[config.mk]
export PLATFORM = sky130hd
export DESIGN_NAME = humidity_frame_crc_convert
export DESIGN_NICKNAME = d
export VERILOG_FILES = /design/src/design/hfcc_pkg.sv /design/src/design/humidity_frame_crc_convert.sv
export SDC_FILE = /design/constraint.sdc
export NUM_CORES = 1
export LEC_CHECK = 0
export BUFFER_PORTS_ARGS = -buffer_cell sky130_fd_sc_hd__buf_2
export CORE_AREA = 2 2 223 247
export CTS_BUF_LIST = sky130_fd_sc_hd__clkbuf_4 sky130_fd_sc_hd__clkbuf_8 sky130_fd_sc_hd__clkbuf_16
export CTS_CLUSTER_DIAMETER = 150
export DETAILED_ROUTE_END_ITERATION = 10
export DIE_AREA = 0 0 225 249
export PLACE_DENSITY = 0.46
export SLEW_MARGIN = 5
export SYNTH_ARGS = -nofsm -noshare
export SYNTH_HDL_FRONTEND = slang
export SYNTH_SLANG_ARGS = --single-unit
[constraint.sdc]
create_clock -name clk_i -period 6.8 [get_ports clk_i]
set_clock_uncertainty 0.2 [all_clocks]
set_input_delay 0.34 -clock clk_i [delete_from_list [all_inputs] [get_ports clk_i]]
set_output_delay 0.34 -clock clk_i [all_outputs]
set_load 0.01 [all_outputs]
[src/design/hfcc_pkg.sv]
// Shared types, constants and the CRC-8 byte update for the frame checker.
package hfcc_pkg;

  // CRC-8, polynomial x^8+x^5+x^4+1, MSB first, no final XOR
  localparam logic [7:0] CRC_POLY = 8'h31;
  localparam logic [7:0] CRC_INIT = 8'hFF;

  // Frame layout: temperature word, its CRC, humidity word, its CRC
  localparam logic [2:0] POS_TEMP_HI = 3'd0;
  localparam logic [2:0] POS_TEMP_LO = 3'd1;
  localparam logic [2:0] POS_TEMP_CRC = 3'd2;
  localparam logic [2:0] POS_HUM_HI = 3'd3;
  localparam logic [2:0] POS_HUM_LO = 3'd4;
  localparam logic [2:0] POS_HUM_CRC = 3'd5;

  // Conversion scales; both divide by full scale 65535
  localparam logic [14:0] TEMP_SCALE = 15'd17500;
  localparam logic [13:0] HUM_SCALE = 14'd10000;
  localparam logic [15:0] FULL_SCALE = 16'hFFFF;
  localparam logic signed [15:0] TEMP_OFFSET = 16'sd4500;

  // Limit register reset values
  localparam logic signed [14:0] TEMP_LOW_RESET = -15'sd2000;
  localparam logic signed [14:0] TEMP_HIGH_RESET = 15'sd12500;

  // Register indexes on the APB port
  localparam logic REG_TEMP_LOW = 1'b0;
  localparam logic REG_TEMP_HIGH = 1'b1;

  typedef enum logic [1:0] {
    STATUS_OK = 2'd0,
    STATUS_CRC_ERR = 2'd1,
    STATUS_TEMP_RANGE = 2'd2
  } status_e;

  // One byte through the CRC, one bit per step
  function automatic logic [7:0] crc8_byte(input logic [7:0] crc, input logic [7:0] data);
    logic [7:0] c;
    c = crc ^ data;
    for (int k = 0; k < 8; k++) begin
      if (c[7]) begin
        c = {c[6:0], 1'b0} ^ CRC_POLY;
      end else begin
        c = {c[6:0], 1'b0};
      end
    end
    return c;
  endfunction

endpackage

[src/design/humidity_frame_crc_convert.sv]
// Sensor frame byte assembler with CRC-8 check and fixed-point conversion.
//
// Usage: frame bytes enter on the input channel (data_byte_i, frame_start_i),
// one transfer per byte: temperature high, low, CRC, humidity high, low, CRC.
// frame_start_i marks byte zero and drops any partial frame; after a complete
// frame the next byte is byte zero regardless of the flag.
// After the sixth byte one result leaves on the output channel: converted
// temperature and humidity, both raw words and a status (ok, CRC error, or
// temperature outside the limits held in the two APB registers).
// Pipeline: the sixth byte's transfer loads the product stage with the
// constant multiplies; the output register then takes the quotient
// correction and limit compare. Throughput: one byte per cycle while
// input ready is high; a byte's CRC update is done in its transfer cycle.
// A stalled receiver holds the result in the output register; one further
// finished frame can wait in the product stage, and only then is input
// ready dropped.
// Reset clears the frame position, the CRC, both pipeline valids and loads
// the limits with -20.00 and 125.00 degrees.
module humidity_frame_crc_convert
  import hfcc_pkg::*;
(
  input  logic                clk_i,
  input  logic                rst_ni,
  // byte input
  input  logic                in_valid_i,
  output logic                in_ready_o,
  input  logic [7:0]          data_byte_i,
  input  logic                frame_start_i,
  // result output
  output logic                out_valid_o,
  input  logic                out_ready_i,
  output logic signed [14:0]  temperature_centi_o,
  output logic [13:0]         humidity_centi_o,
  output logic [15:0]         raw_temperature_o,
  output logic [15:0]         raw_humidity_o,
  output logic [1:0]          status_o,
  // configuration
  input  logic                psel,
  input  logic                penable,
  input  logic                pwrite,
  input  logic [2:0]          paddr,
  input  logic [31:0]         pwdata,
  output logic [31:0]         prdata,
  output logic                pready
);

  // ---------------------------------------------------------------
  // Configuration registers
  logic signed [14:0] temp_low_q, temp_high_q;
  logic               cfg_wr;
  logic               cfg_idx;

  assign pready  = 1'b1;
  assign cfg_idx = paddr[2];
  assign cfg_wr  = psel & penable & pwrite & pready;

  always_ff @(posedge clk_i or negedge rst_ni) begin
    if (!rst_ni) begin
      temp_low_q  <= TEMP_LOW_RESET;
      temp_high_q <= TEMP_HIGH_RESET;
    end else if (cfg_wr) begin
      if (cfg_idx == REG_TEMP_LOW) begin
        temp_low_q <= pwdata[14:0];
      end else begin
        temp_high_q <= pwdata[14:0];
      end
    end
  end

  // read back sign-extended
  always_comb begin
    if (cfg_idx == REG_TEMP_LOW) begin
      prdata = 32'($signed(temp_low_q));
    end else begin
      prdata = 32'($signed(temp_high_q));
    end
  end

  // ---------------------------------------------------------------
  // Handshakes
  logic in_xfer;
  logic s1_valid_q, out_valid_q;
  logic s1_ready, out_load;

  assign out_load   = ~out_valid_q | out_ready_i;
  assign s1_ready   = ~s1_valid_q | out_load;
  assign in_ready_o = s1_ready;
  assign in_xfer    = in_valid_i & in_ready_o;

  // ---------------------------------------------------------------
  // Frame assembly state
  logic [2:0]  pos_q, pos_d, pos;
  logic [7:0]  crc_q, crc_d, crc_base;
  logic [15:0] temp_word_q, temp_word_d, temp_word_base;
  logic [15:0] hum_word_q, hum_word_d, hum_word_base;
  logic        crc_fail_q, crc_fail_d, crc_fail_base;
  logic        frame_done;

  always_comb begin
    // start flag or an unused code restarts the frame
    pos = (frame_start_i || pos_q > POS_HUM_CRC) ? POS_TEMP_HI : pos_q;

    if (pos == POS_TEMP_HI) begin
      crc_base       = CRC_INIT;
      crc_fail_base  = 1'b0;
      temp_word_base = '0;
      hum_word_base  = '0;
    end else begin
      crc_base       = crc_q;
      crc_fail_base  = crc_fail_q;
      temp_word_base = temp_word_q;
      hum_word_base  = hum_word_q;
    end

    crc_d       = crc_base;
    crc_fail_d  = crc_fail_base;
    temp_word_d = temp_word_base;
    hum_word_d  = hum_word_base;

    case (pos)
      POS_TEMP_HI, POS_TEMP_LO: begin
        temp_word_d = {temp_word_base[7:0], data_byte_i};
        crc_d       = crc8_byte(crc_base, data_byte_i);
      end
      POS_HUM_HI, POS_HUM_LO: begin
        hum_word_d = {hum_word_base[7:0], data_byte_i};
        crc_d      = crc8_byte(crc_base, data_byte_i);
      end
      default: begin
        // CRC byte: compare and restart the CRC for the next word
        crc_fail_d = crc_fail_base | (crc_base != data_byte_i);
        crc_d      = CRC_INIT;
      end
    endcase

    frame_done = (pos == POS_HUM_CRC);
    pos_d      = frame_done ? POS_TEMP_HI : pos + 3'd1;
  end

  always_ff @(posedge clk_i or negedge rst_ni) begin
    if (!rst_ni) begin
      pos_q       <= POS_TEMP_HI;
      crc_q       <= CRC_INIT;
      crc_fail_q  <= 1'b0;
      temp_word_q <= '0;
      hum_word_q  <= '0;
    end else if (in_xfer) begin
      pos_q       <= pos_d;
      crc_q       <= crc_d;
      crc_fail_q  <= crc_fail_d;
      temp_word_q <= temp_word_d;
      hum_word_q  <= hum_word_d;
    end
  end

  // ---------------------------------------------------------------
  // Product stage: constant multiplies on the finished words
  logic [30:0] temp_prod, s1_temp_prod_q;
  logic [29:0] hum_prod, s1_hum_prod_q;
  logic [15:0] s1_raw_temp_q, s1_raw_hum_q;
  logic        s1_crc_fail_q;
  logic        s1_load;

  assign temp_prod = 31'(temp_word_base) * 31'(TEMP_SCALE);
  assign hum_prod  = 30'(hum_word_base) * 30'(HUM_SCALE);
  assign s1_load   = in_xfer & frame_done;

  always_ff @(posedge clk_i or negedge rst_ni) begin
    if (!rst_ni) begin
      s1_valid_q <= 1'b0;
    end else if (s1_ready) begin
      s1_valid_q <= s1_load;
    end
  end

  always_ff @(posedge clk_i) begin
    if (s1_load) begin
      s1_temp_prod_q <= temp_prod;
      s1_hum_prod_q  <= hum_prod;
      s1_raw_temp_q  <= temp_word_base;
      s1_raw_hum_q   <= hum_word_base;
      s1_crc_fail_q  <= crc_fail_d;
    end
  end

  // ---------------------------------------------------------------
  // Divide by 65535: quotient from the top half, one correction step.
  // p = q0*65536 + lo = q0*65535 + (q0 + lo), and q0 + lo < 2*65535.
  logic [14:0]        temp_q0, temp_quot;
  logic [16:0]        temp_rem;
  logic [13:0]        hum_q0, hum_quot;
  logic [16:0]        hum_rem;
  logic signed [15:0] temp_centi, low_ext, high_ext;
  status_e            status_d;

  always_comb begin
    temp_q0   = s1_temp_prod_q[30:16];
    temp_rem  = 17'(s1_temp_prod_q[15:0]) + 17'(temp_q0);
    temp_quot = temp_q0 + 15'(temp_rem >= 17'(FULL_SCALE));

    hum_q0   = s1_hum_prod_q[29:16];
    hum_rem  = 17'(s1_hum_prod_q[15:0]) + 17'(hum_q0);
    hum_quot = hum_q0 + 14'(hum_rem >= 17'(FULL_SCALE));

    temp_centi = $signed({1'b0, temp_quot}) - TEMP_OFFSET;
    low_ext    = 16'(temp_low_q);
    high_ext   = 16'(temp_high_q);

    // CRC error wins over the limit check
    if (s1_crc_fail_q) begin
      status_d = STATUS_CRC_ERR;
    end else if (temp_centi < low_ext || temp_centi > high_ext) begin
      status_d = STATUS_TEMP_RANGE;
    end else begin
      status_d = STATUS_OK;
    end
  end

  // ---------------------------------------------------------------
  // Output register
  logic signed [14:0] temp_out_q;
  logic [13:0]        hum_out_q;
  logic [15:0]        raw_temp_out_q, raw_hum_out_q;
  status_e            status_q;

  always_ff @(posedge clk_i or negedge rst_ni) begin
    if (!rst_ni) begin
      out_valid_q <= 1'b0;
    end else if (out_load) begin
      out_valid_q <= s1_valid_q;
    end
  end

  always_ff @(posedge clk_i) begin
    if (out_load && s1_valid_q) begin
      temp_out_q     <= temp_centi[14:0];
      hum_out_q      <= hum_quot;
      raw_temp_out_q <= s1_raw_temp_q;
      raw_hum_out_q  <= s1_raw_hum_q;
      status_q       <= status_d;
    end
  end

  assign out_valid_o         = out_valid_q;
  assign temperature_centi_o = temp_out_q;
  assign humidity_centi_o    = hum_out_q;
  assign raw_temperature_o   = raw_temp_out_q;
  assign raw_humidity_o      = raw_hum_out_q;
  assign status_o            = status_q;

endmodule
# --- Yosys cells after proc, flatten, opt, wreduce, memory -nomap -nowiden ---
# Cells that the tools add are included.
word_totals:
  in_bits: 51
  regBits: 227
classes:
  n_bitwise: 26
  n_lt_le_gt_ge: 5
  add_sub_neg: 6
  n_eq_ne: 5
  n_mux: 41
  n_reduce_logical: 9
  multipliers: 2
op_table:
  columns: ["op", "n"]
  rows:
  - ["8-bit two-way mux", 15]
  - ["6-bit two-way mux", 15]
  - ["16-bit two-way mux", 4]
  - ["3-bit inverter", 15]
  - ["17-bit by 16-bit >= comparator with 1-bit output, second input constant", 2]
  - ["32-bit two-way mux", 1]
  - ["16-bit by 13-bit multiplier with 29-bit output, second input constant", 1]
  - ["16-bit by 10-bit multiplier with 26-bit output, second input constant", 1]
  - ["16-bit by 14-bit adder with 17-bit output", 1]
  - ["16-bit by 15-bit adder with 17-bit output", 1]
  - ["16-bit by 15-bit greater-than comparator with 1-bit output", 1]
  - ["16-bit by 15-bit less-than comparator with 1-bit output", 1]
  - ["8-bit one-hot mux with 2 select lines", 1]
  - ["15-bit by 13-bit subtractor with 16-bit output, second input constant", 1]
  - ["15-bit by 1-bit adder with 15-bit output", 1]
  - ["14-bit by 1-bit adder with 14-bit output", 1]
  - ["8-bit inequality test", 1]
  - ["8-bit bitwise XOR", 1]
  - ["3-bit == test, second input constant", 2]
  - ["3-bit two-way mux", 2]
  - ["1-bit AND", 4]
  - ["2-bit AND reduction", 2]
  - ["2-bit OR reduction", 2]
  - ["4-bit OR reduction", 1]
  - ["other kinds (11)", 17]

# --- Longest topological paths before layout ---
depth:
  ltp_word: 30
  mapped_depth: 29
  mapped_depth_nobuf: 29

# --- Least setup slack after synthesis ---
# OpenSTA, ideal clock, no wires.
synth_timing:
  path_kind: "register to register"
  from: "register pos_q[2]"
  to: "register s1_hum_prod_q[28] (data pin)"
  arrival_ps: 5613
  stages_incl_launch_ff: 26
  period_less_slack_ps: 6070
  setup_time_ps: 258
  slack_ps: 730
  path_cell_list: "dfrtp_1 buf_2 a21oi_1 and2_1 clkbuf_1 clkbuf_1 nand2_1 fa_1 inv_1 ha_1 inv_1 fa_1 inv_1 ha_1 inv_1 fa_1 inv_1 ha_1 a21o_1 a2111oi_2 o31ai_1 a311oi_1 nor3b_1 a31o_2 a21oi_1 xnor2_1"
synth_via:
  elab_chain_len: 6
synth_rtl:
  columns: ["item", "line", "rtl"]
  rows:
  - ["from (decl)", "humidity_frame_crc_convert.sv:92", "logic [2:0] pos_q, pos_d, pos;"]
  - ["from (signal assigned)", "humidity_frame_crc_convert.sv:148", "pos_q <= pos_d;"]
  - ["3-bit greater-than comparator", "humidity_frame_crc_convert.sv:101", "pos = (frame_start_i || pos_q > POS_HUM_CRC) ? POS_TEMP_HI : pos_q;"]
  - ["1-bit logical OR", "humidity_frame_crc_convert.sv:101", null]
  - ["3-bit two-way mux (*)", "humidity_frame_crc_convert.sv:101", null]
  - ["3-bit zero test (*)", "humidity_frame_crc_convert.sv:103", "if (pos == POS_TEMP_HI) begin"]
  - ["16-bit two-way mux (*)", "humidity_frame_crc_convert.sv:103", null]
  - ["16-bit by 10-bit multiplier with 26-bit output (*)", "humidity_frame_crc_convert.sv:165", "assign hum_prod = 30'(hum_word_base) * 30'(HUM_SCALE);"]
  - ["net hum_prod[28]", "humidity_frame_crc_convert.sv:159", "logic [29:0] hum_prod, s1_hum_prod_q;"]
  - ["to (signal assigned)", "humidity_frame_crc_convert.sv:179", "s1_hum_prod_q <= hum_prod;"]
  - ["to (decl)", "humidity_frame_crc_convert.sv:159", null]
# The timed path passes the listed nets; every way through them passes the cells marked *.
# A chain may end at the register's enable or synchronous reset.

# --- Worst setup path after layout ---
layout_timing:
  from: "register s1_temp_prod_q[18]"
  to: "register status_q[1] (netlist: status_o[1]) (data pin)"
layout_via:
  elab_chain_len: 7
  word_cells_on_any_way: 8
  cone_classes: "add/sub (3); order compare (3); mux (1); reduce/logical (1)"
layout_rtl:
  columns: ["item", "line", "rtl"]
  rows:
  - ["from (decl)", "humidity_frame_crc_convert.sv:158", "logic [30:0] temp_prod, s1_temp_prod_q;"]
  - ["from (signal assigned)", "humidity_frame_crc_convert.sv:178", "s1_temp_prod_q <= temp_prod;"]
  - ["16-bit by 15-bit adder with 17-bit output", "humidity_frame_crc_convert.sv:198", "temp_rem = 17'(s1_temp_prod_q[15:0]) + 17'(temp_q0);"]
  - ["17-bit by 16-bit >= comparator with 1-bit output", "humidity_frame_crc_convert.sv:199", "temp_quot = temp_q0 + 15'(temp_rem >= 17'(FULL_SCALE));"]
  - ["15-bit by 1-bit adder with 15-bit output (*)", "humidity_frame_crc_convert.sv:199", null]
  - ["15-bit by 13-bit subtractor with 16-bit output (*)", "humidity_frame_crc_convert.sv:205", "temp_centi = $signed({1'b0, temp_quot}) - TEMP_OFFSET;"]
  - ["16-bit by 15-bit less-than comparator with 1-bit output or 16-bit by 15-bit greater-than comparator with 1-bit output (tied branches)", "humidity_frame_crc_convert.sv:212", "end else if (temp_centi < low_ext || temp_centi > high_ext) begin"]
  - ["1-bit logical OR (*)", "humidity_frame_crc_convert.sv:212", null]
  - ["2-bit two-way mux (*)", "humidity_frame_crc_convert.sv:212", null]
  - ["to (signal assigned)", "humidity_frame_crc_convert.sv:240", "status_q <= status_d;"]
  - ["to (decl)", "humidity_frame_crc_convert.sv:224", "status_e status_q;"]
# Mark *: on every way between the ends. The rest lies on a longest branch, timed or not.

==> flow_summary.yaml <==
run_status:
  status: "completed"
worst_hold_path:
  hold_path_class: "in2reg"
  holdPathEnd: "crc_fail_q"
  holdPathStages: 4
  hold_start: "in_valid_i"
logic_synthesis:
  synth_edf_count: 146
  synth-async-reset-ratio_pct: 34.23
  syn_inst: 1509
  yosys_warnings: 0
  syn_nets: 1868
  synth_area_um2: 16480
  synth_top_area_share_pct: 26.61
  ys_ff_latch: 222
  ys_seq_area_share_pct: 38.30
  synth.most_common_cell: "inv_1"
  avgSynthCellArea_um2: 10.92
  synth_top_area_cell: "edfxtp_1"
  yosys_most_used_dff: "edfxtp_1"
  synthDistinctLibCells: 77
  ys_top_cells_by_count: "inv_1, ha_1, edfxtp_1"
  synth_area_leaders: "edfxtp_1, ha_1, fa_1"
placement:
  dp_hpwl_um: 28690
  io_buffers: 128
  placedInstanceArea_um2: 17830
  place.gp.congestion: 0.7876
  placed_cells: 2287
pwr:
  total_power_w: 0.004557
  p_leak_nw: 9.376
  power_frac_seq_pct: 37.4
  p_sw_w: 0.001473
  vdd.ir_drop.worst_mv: 0.1612
  internal_power_w: 0.003084
  p_per_area_nw_per_um2: 238.8
  p_clk_share_pct: 31.2
  swShare_pct: 32.33
  combPwrFrac_pct: 31.4
setup_path:
  reg2regPathDepth: 26
  path_class: "reg2reg"
  reg2reg_to: "status_o[1]"
  startpoint_type: "flip-flop"
  reg2reg_slack_ps: 430
  required_ps: 6880
  r2r-start: "s1_temp_prod_q[18]"
  endpoint_kind: "flip-flop"
  critical_path_arrival_ps: 6450
  crit_fanout: 5
route:
  vias_per_cell: 4.615
  drc: 0
  routed-via-count: 10940
  final_antenna_net_count: 0
  dr.first_iter.drc_count: 387
  routedWlPerCell_um: 15.66
  wl_um: 37130
  first_pass_iters: 4
timing:
  final-hold-violation-count: 0
  fin_crit_sh_pct: 93.74
  fin_crit_ps: 6374
  setup_violations: 0
  timing.fmax_mhz: 156.9
  grt_setup_unrepaired: "yes"
  slew_viol_final: 0
  worst_pin_slew_ps: 1193
  maxSlewHeadroom_pct: 19.91
cells_and_area:
  fin_cells: 2371
  antennaDiodeCount: 0
  final_nets: 2028
  drive_gt1_share_pct: 16.76
  final_util_pct: 35.78
  area_growth_pct: 15.82
  final_cell_area_um2: 19080
clock_network:
  clk_pin_slew_ps: 60
  htreeDepth: 1
  cts_buffer_depth: 3
  clock_latency_ps: 550
  cts_root_buffer: "clkbuf_16"
  clock-sinks: 222
  numCtsBuffers: 27
  cts_tree: "done"
die:
  io_pins: 149
  die_w_um: 225
  die_y_um: 249
  die_area_um2: 56030
  rows: 89
  core_um2: 53340
  start_util_pct: 30.89
grt:
  grtUsageTotal_pct: 13.42
  overflow: 0
  antenna_found_initial: 0
  grt_max_degree: 75
  grt_pass1_wl_um: 60140
  grt_pass1_vias: 11260
run:
  maxCapViolCount: 0
[state kept, by name, summed over array words and instances (netlist names)]
register / cells
crc_q: 8
temperature_centi_o: 15
raw_humidity_o: 16
temp_low_q: 15
status_o: 2
out_valid_o: 1
pos_q: 3
s1_hum_prod_q: 22
s1_temp_prod_q: 28
s1_valid_q: 1
s1_raw_temp_q: 16
s1_crc_fail_q: 1
humidity_centi_o: 14
s1_raw_hum_q: 16
raw_temperature_o: 16
temp_word_q: 16
hum_word_q: 16
crc_fail_q: 1
temp_high_q: 15
[layout by cell type (no fill, tap or decap), types with 5 or more instances in the layout]
cell type,instances
nor2_1,60
edfxtp_1,146
ha_1,223
buf_4,21
inv_1,267
nor2b_1,9
nand3_1,16
xnor2_1,61
or3_1,7
o21a_1,12
a21oi_1,70
o21ai_0,41
dfrtp_1,56
and3_1,17
nor4_1,7
a211oi_1,8
mux2_2,39
o31ai_1,8
fa_1,82
nand2_1,81
nand4_1,14
a31oi_1,5
a21o_1,39
dfstp_2,20
clkbuf_4,6
dlygate4sd3_1,27
o21ai_1,5
xor2_1,42
buf_2,127
nand2b_1,5
and2_1,7
clkbuf_16,27
nor3_1,14
a22o_1,24
clkinv_2,6
[power by group through the flow]
stage,combinational (W),clock (W),sequential (W)
after floorplan,0.00110,0,0.00170
after global placement,0.00142,0,0.00173
after detailed placement,0.00143,0,0.00173
after CTS,0.00146,0.00148,0.00171
after global routing,0.00167,0.00153,0.00172
final,0.00143,0.00142,0.00171
[repair_timing]
item	4_1_cts	5_1_grt
buffers inserted	1	7
gates resized for setup	0	10
hold buffers	27	0
hold endpoints to repair	70	0
setup endpoints to repair	1	12
pin swaps	1	6
cloned	0	0
[final cells by class]
cell class	instances	area, um2
fillers	5261	34260
multi-input cells	975	8971
flip-flops and latches	222	6311
repair buffers	175	1064
inverters	268	1007
well taps	682	853.3
clock buffers	36	762.0
clock inverters	13	116.4
[stage by stage]
stage	worst slack (ps)	hold slack, ps	TNS, ps
finish	425.6	61.19	0
detailed placement	3.356	-16.75	0
global placement	6.533	-17.81	0
CTS	82.63	24.83	0
floorplan	729.8	-155.6	0
global route	-7.826	62.97	-7.826
[critical path: stages, from the launching register on]
cell,delay [ps]
edfxtp_1,400
ha_1,230
inv_1,70
fa_1,400
nand4b_1,200
nor4_1,260
nand4_1,120
nor4_1,210
nand4_1,140
o211ai_1,190
buf_4,150
ha_2,200
a211o_2,160
nand3_2,130
a2111oi_4,360
o211ai_1,160
nand3_2,170
nor4_4,70
o41ai_2,450
nor2_1,150
ha_1,330
or4b_2,590
a221oi_1,200
o21ai_0,130
o21ai_0,150
a21boi_0,190
o21ai_0,100
[kinds of logic (layout without fill, tap and decap cells)]
family	after synthesis	after routing	share of synthesized area, %
buffers and inverters	312	492	7.608
adders and majority gates	308	308	27.12
and+or+nand+nor	264	264	8.041
AOI/OAI and AO/OA	257	257	10.55
DFF	222	222	38.30
xor gates and xnor gates	104	104	5.573
muxes	41	41	2.787
other	1	1	0.02276
[routing by layer]
metal | wire, um | GRT usage, % | vias up
met5 | 0 | 0 | -
met4 | 633 | 3.084 | 0
met3 | 1205 | 1.581 | 38
met2 | 17470 | 22.59 | 161
met1 | 17830 | 18.39 | 5228
li1 | - | - | 5516
[how the worst max path moves through the flow]
stage	slack [ps]	cells after the start	end	from
4_1_cts	80	25	status_o[1]	s1_temp_prod_q[19]
5_1_grt	-8	28	status_o[1]	s1_temp_prod_q[18]
3_3_place_gp	7	26	status_o[1]	s1_temp_prod_q[18]
6_report	430	26	status_o[1]	s1_temp_prod_q[18]
3_5_place_dp	3	26	status_o[1]	s1_temp_prod_q[18]
2_1_floorplan	730	25	s1_hum_prod_q[28]	pos_q[2]
Power figures use the tool's default switching activity.
